--- config.mk ---
export PLATFORM = sky130hd
export DESIGN_NAME = bpcp_queue
export DESIGN_NICKNAME = d
export VERILOG_FILES = /design/src/hdl/bpcp_pkg.sv /design/src/hdl/bpcp_queue.sv
export SDC_FILE = /design/constraint.sdc
export NUM_CORES = 1
export LEC_CHECK = 0
export BUFFER_PORTS_ARGS = -buffer_cell sky130_fd_sc_hd__buf_4
export CAP_MARGIN = 10
export CORE_UTILIZATION = 35
export DETAILED_ROUTE_END_ITERATION = 16
export PLACE_DENSITY = 0.54
export REMOVE_ABC_BUFFERS = 1
export SKIP_LAST_GASP = 1
export SYNTH_ARGS = -nofsm -noshare
export SYNTH_HDL_FRONTEND = slang
export SYNTH_SLANG_ARGS = --single-unit
--- constraint.sdc ---
create_clock -name i_clk -period 2.15 [get_ports i_clk]
set_input_delay 0.43 -clock i_clk [delete_from_list [all_inputs] [get_ports i_clk]]
set_output_delay 0.43 -clock i_clk [all_outputs]
set_load 0.005 [all_outputs]
--- src/hdl/bpcp_pkg.sv ---
`timescale 1ns / 1ps
// ----------------------------------------------------------------------------
// bpcp_pkg - shared constants and types for the current predictor
// Field widths, register codes and reset values, the coefficient ROM and the
// exponent tables of the 23 polynomial terms.
// ----------------------------------------------------------------------------
package bpcp_pkg;

    localparam int COEF_WIDTH_DEF     = 32;
    localparam int NORM_FRAC_BITS_DEF = 20;

    localparam int SAMPLE_W   = 16;
    localparam int CFG_W      = 24;
    localparam int CFG_IDX_W  = 2;
    localparam int OUT_W      = 48;
    localparam int MEAN_SHIFT = 8;   // integer sample -> Q16.8
    localparam int INV_FRAC   = 24;  // reciprocal deviation is Q0.24
    localparam int COEF_FRAC  = 20;
    localparam int OUT_FRAC   = 16;
    localparam int MAX_DEG    = 6;
    localparam int NTERMS     = 23;
    localparam int TERM_W     = 48;  // terms stay far below 2^47 with the ROM values
    localparam int TREE_LEAVES = 32;
    localparam int SUM_W      = TERM_W + 5;
    localparam int Q_DEPTH    = 4;

    typedef logic [CFG_IDX_W-1:0] t_cfg_idx;

    localparam t_cfg_idx REG_TORQUE_MEAN    = 2'd0;
    localparam t_cfg_idx REG_TORQUE_INV_DEV = 2'd1;
    localparam t_cfg_idx REG_SPEED_MEAN     = 2'd2;
    localparam t_cfg_idx REG_SPEED_INV_DEV  = 2'd3;

    localparam logic [CFG_W-1:0] TORQUE_MEAN_RST    = 24'd18595;
    localparam logic [CFG_W-1:0] TORQUE_INV_DEV_RST = 24'd394525;
    localparam logic [CFG_W-1:0] SPEED_MEAN_RST     = 24'd120260;
    localparam logic [CFG_W-1:0] SPEED_INV_DEV_RST  = 24'd55901;

    // Q12.20 coefficients, order 1, x, y, x2, y2, xy, x3, y3, x2y, xy2, x4, y4,
    // x3y, x2y2, xy3, x5, y5, x4y, x3y2, x2y3, xy4, x6, y6
    localparam logic signed [47:0] COEF_ROM [NTERMS] = '{
        48'sd94275540,  48'sd56762719,  48'sd56890800,  48'sd3701134,
        -48'sd1460595,  48'sd32803333,  -48'sd314840,   48'sd1523747,
        48'sd2006694,   48'sd2331322,   -48'sd111302,   48'sd2746067,
        48'sd199220,    48'sd1215022,   48'sd1826794,   48'sd268205,
        48'sd200673,    -48'sd139284,   -48'sd63207,    48'sd472076,
        48'sd15707,     -48'sd69440,    -48'sd526602
    };

    localparam int EXP_X [NTERMS] = '{0,1,0,2,0,1,3,0,2,1,4,0,3,2,1,5,0,4,3,2,1,6,0};
    localparam int EXP_Y [NTERMS] = '{0,0,1,0,2,1,0,3,1,2,0,4,1,2,3,0,5,1,2,3,4,0,6};

    typedef struct packed {
        logic full;
        logic empty;
    } t_q_status;

endpackage

--- src/hdl/bpcp_queue.sv ---
`timescale 1ns / 1ps
// ----------------------------------------------------------------------------
// bpcp_queue - short FIFO between front and back
// Register-based ring buffer; head is visible while not empty.
// ----------------------------------------------------------------------------
module bpcp_queue import bpcp_pkg::*; #(
    parameter int W     = 49,
    parameter int DEPTH = Q_DEPTH
) (
    input  logic         i_clk,
    input  logic         i_rst_n,
    input  logic         i_push,
    input  logic [W-1:0] i_data,
    input  logic         i_pop,
    output logic [W-1:0] o_data,
    output t_q_status    o_status
);
    localparam int PTR_W = $clog2(DEPTH);
    localparam int CNT_W = $clog2(DEPTH + 1);

    logic [W-1:0]     r_mem [DEPTH];
    logic [PTR_W-1:0] r_wp, r_rp, n_wp, n_rp;
    logic [CNT_W-1:0] r_cnt, n_cnt;

    always_comb begin
        n_wp = r_wp;
        n_rp = r_rp;
        if (i_push) begin
            n_wp = (r_wp == PTR_W'(DEPTH - 1)) ? '0 : r_wp + PTR_W'(1);
        end
        if (i_pop) begin
            n_rp = (r_rp == PTR_W'(DEPTH - 1)) ? '0 : r_rp + PTR_W'(1);
        end
        unique case ({i_push, i_pop})
            2'b10:   n_cnt = r_cnt + CNT_W'(1);
            2'b01:   n_cnt = r_cnt - CNT_W'(1);
            default: n_cnt = r_cnt;
        endcase
    end

    always_ff @(posedge i_clk) begin
        if (!i_rst_n) begin
            r_wp  <= '0;
            r_rp  <= '0;
            r_cnt <= '0;
        end else begin
            r_wp  <= n_wp;
            r_rp  <= n_rp;
            r_cnt <= n_cnt;
        end
    end

    always_ff @(posedge i_clk) begin
        if (i_push) begin
            r_mem[r_wp] <= i_data;
        end
    end

    assign o_data         = r_mem[r_rp];
    assign o_status.full  = (r_cnt == CNT_W'(DEPTH));
    assign o_status.empty = (r_cnt == '0);

`ifndef SYNTHESIS
    a_no_overflow: assert property (@(posedge i_clk) disable iff (!i_rst_n)
        i_push |-> !o_status.full) else $error("queue push while full");
    a_no_underflow: assert property (@(posedge i_clk) disable iff (!i_rst_n)
        i_pop |-> !o_status.empty) else $error("queue pop while empty");
    a_cnt_range: assert property (@(posedge i_clk) disable iff (!i_rst_n)
        r_cnt <= CNT_W'(DEPTH)) else $error("queue count out of range");
`endif

endmodule

==> implementation parameters <==
Parameter                              Value

Synthesis
  Cell area after technology mapping ... 0.007556 sq mm
  Post-Syn Area per Cell ... 24.94 sq um
  Seq/Total Area, Yosys ... 80.28%
  Cell variety after synth ... 26
  Number of instances in the synthesized netlist ... 303
  Number of warning messages in the yosys log ... 0
  Share of Yosys cell area claimed by the top area cell type ... 77.89%
  Cell types occupying the most area after synthesis ... edfxtp_1 78%, mux4_2 14%, dfxtp_1 2.4%
  Cell taking the most area after synthesis ... edfxtp_1
  Number of synthesized register bits ... 205

Critical path
  Data required, critical path ... 1.72 ns
  Critical Setup Path Class ... reg2out
  Critical path arrival ... 1.84 ns
  CP Max Fanout ... 8
  Element type at the critical path start ... flop
  Kind of capture point of the worst setup path ... output port

Min path
  Path type of the worst min-delay path ... in2reg

Power and ir drop
  Cell Pwr Density ... 932.9 mW/mm^2
  Switch share ... 20.39%
  Power share of the sequential group ... 51.6%
  Maximum VDD drop ... 573.0 uV
  Leak Pwr ... 0.003240 uW
  Internal power consumption ... 7085 uW
  Power share of the combinational group ... 9.5%
  Net switching power of the design ... 1815 uW
  Clock power frac ... 38.8%

STA
  Setup slack after layout ... -0.1156 ns
  Worst Skew ... 0.005973 ns
  Ratio of final minimum period to clock period ... 105.4%
  Setup TNS ... -3.142 ns
  Achievable clock frequency ... 0.4414 GHz
  Final Critical Period ... 2.266 ns
  Setup repair after global routing missed its margin ... true
  Hold Violations, Final ... 0
  Worst-case headroom to the max-slew limit ... 67.67%
  Worst-margin pin slew ... 0.4849 ns
  Setup Viol. Count Final ... 49
  Max Transition Viols Final ... 0

Finish
  Layout Area Growth over Synthesis ... 26.25%
  Ratio of cells with drive above 1 in the final layout ... 44.87%
  Fill cell total of the finished layout ... 1844
  Net count reported at finish ... 493
  Final standard cell area without fillers ... 0.009539 sq mm

Clock network
  Cts hold-fix bufs ... 0
  Number of buffers between clock root and the deepest sink ... 3
  Clock tree root buffer cell ... clkbuf_16
  H-tree depth reported by CTS ... 1
  TritonCTS clock tree ... done
  Number of buffers created by CTS ... 22
  Clock transition time at the flip-flop clock pins of the worst setup and hold paths ... 0.06 ns
  Sinks on the clock net ... 205
  Latest clock arrival within the worst-skew pair ... 0.48 ns

Floorplanning
  Core footprint ... 0.02109 sq mm
  Die extent in y ... 148.9 um
  Count of boundary I/O pins ... 104
  Width of the chip ... 148.9 um
  Row cnt ... 53
  Initial core utilization ... 35.83%
  Floorplan die area ... 0.02218 sq mm

Routing
  DRC viols ... 0
  Via Count ... 3452
  Sum of routed wire length over all layers ... 14200 um
  Via count normalized by instance count ... 4.768
  Count of nets left with antenna violations after detail routing ... 0
  DRC violation total after the first TritonRoute iteration ... 168
  First-pass iteration count of the detailed router ... 4
  Average wire per standard cell ... 19.62 um

Run status
  Run status ... finished with violations
  Failing checks ... setup timing

Place
  DP Wirelength ... 7972 um
  Placed inst area ... 0.008721 sq mm
  Placer congestion estimate ... 0.6831
  Count of buffers inserted at the top-level ports ... 103

Global routing
  Via count of the first global-routing pass ... 3826
  GRT Residual Overflow ... 0
  Total routing usage reported by global routing ... 13.15%
  Wire length of the first global-routing pass ... 21400 um
  Number of antenna violations at the first check in global routing ... 1
  Largest net degree at the start of global routing ... 50

Run
  Number of max-cap violations ... 0
[metal layers]
layer	routed length [um]	GRT usage, %	vias to the layer above
met5	0	0	-
met4	278	4.082	0
met3	924	3.578	24
met2	6855	21.44	86
met1	6145	17.14	1797
li1	-	-	1545
[final timing paths]
kind	cells after the start	from	slack (ns)	end
hold reg to reg	2	r_cnt[2]	0.54	r_cnt[2]
hold / removal	1	i_data[38]	0.14	r_mem[3][38]
setup reg to reg	5	r_cnt[0]	0.52	r_cnt[2]
setup / recovery	4	flop	-0.12	o_data[20]
[power by group through the flow]
stage               clock network (uW)  logic, uW  registers (uW)
floorplan                            0        323            4710
global placement                     0        795            4670
detailed placement                   0        809            4680
CTS                               3590        862            4600
global route                      3720        925            4610
finish                            3460        849            4590
[synth_stat cells (all sizes together)]
cell / n
and2: 6
and3: 1
a21boi: 1
edfxtp: 196
fa: 1
mux4: 49
or3: 1
o21a: 1
buf: 11
xor2: 1
inv: 6
xnor2: 1
dfxtp: 9
a21oi: 1
nor2b: 4
mux2i: 2
nor3b: 2
ha: 6
o21ai: 2
nor3: 1
nand2: 1
[flip-flops by register name (all words and copies together), names as in the netlist, named ones only]
name,count
r_cnt,3
r_wp,2
r_mem,196
r_rp,2
[cells by family after synthesis]
family / Yosys count / synth area share (%)
AO/OA/AOI/OAI: 5 / 0.3974
XOR/XNOR: 2 / 0.2319
adder cells (fa/ha/maj): 7 / 1.258
buffers and inverters: 17 / 1.557
flip-flops: 205 / 80.28
multiplexers: 51 / 14.97
AND/OR/NAND/NOR: 16 / 1.308
[final cells by class]
cell class / count / area (sq um) / area share (%)
Antenna cell: 1 / 2.502 / 0.02623
Clock buffer: 25 / 583.1 / 6.112
Clock inverter: 14 / 90.09 / 0.9444
Inverter: 6 / 22.52 / 0.2361
Multi-Input combinational cell: 81 / 1378 / 14.44
Sequential cell: 205 / 6071 / 63.64
Tap cell: 275 / 344.1 / 3.607
Timing Repair Buffer: 117 / 1049 / 10.99
[layout by cell type (no fill, tap or decap), drive strengths merged]
cell / instances
o21ai: 2
inv: 6
edfxtp: 196
nand2: 1
mux4: 49
or3: 1
and3: 1
buf: 117
a21oi: 1
clkinv: 12
mux2i: 2
xor2: 1
diode: 1
xnor2: 1
nor2b: 4
clkinvlp: 1
and2: 6
nor3: 1
fa: 1
nor3b: 2
bufinv: 1
o21a: 1
a21boi: 1
clkbuf: 25
dfxtp: 9
ha: 6
[worst max-delay path, stage by stage, from the launching register on]
cell	delay, ns
dfxtp_4	0.40
buf_12	0.13
buf_16	0.15
mux4_2	0.53
buf_6	0.14
[through the flow]
step                hold slack (ns)  setup WS [ns]  utilization (%)  power (uW)  cells
finish                       0.1437        -0.1156            45.24        8899    724
global route                 0.1158        -0.1813            45.22        9247    723
CTS                          0.1180        -0.1663            45.08        9045    723
detailed placement           0.5500         0.1019            41.36        5486    681
global placement             0.4887         0.2401            41.36        5462    681
floorplan                    0.4729         -1.095                -        5036    292
[what timing repair did]
action                                  4_1_cts  5_1_grt
resized for setup                            11        8
buffers inserted                              1        0
pin swaps                                     0        0
endpoints found under the setup margin       49       49
gates cloned                                  2        0
hold endpoints to repair                      0        0
(Power assumes the default switching activity.)
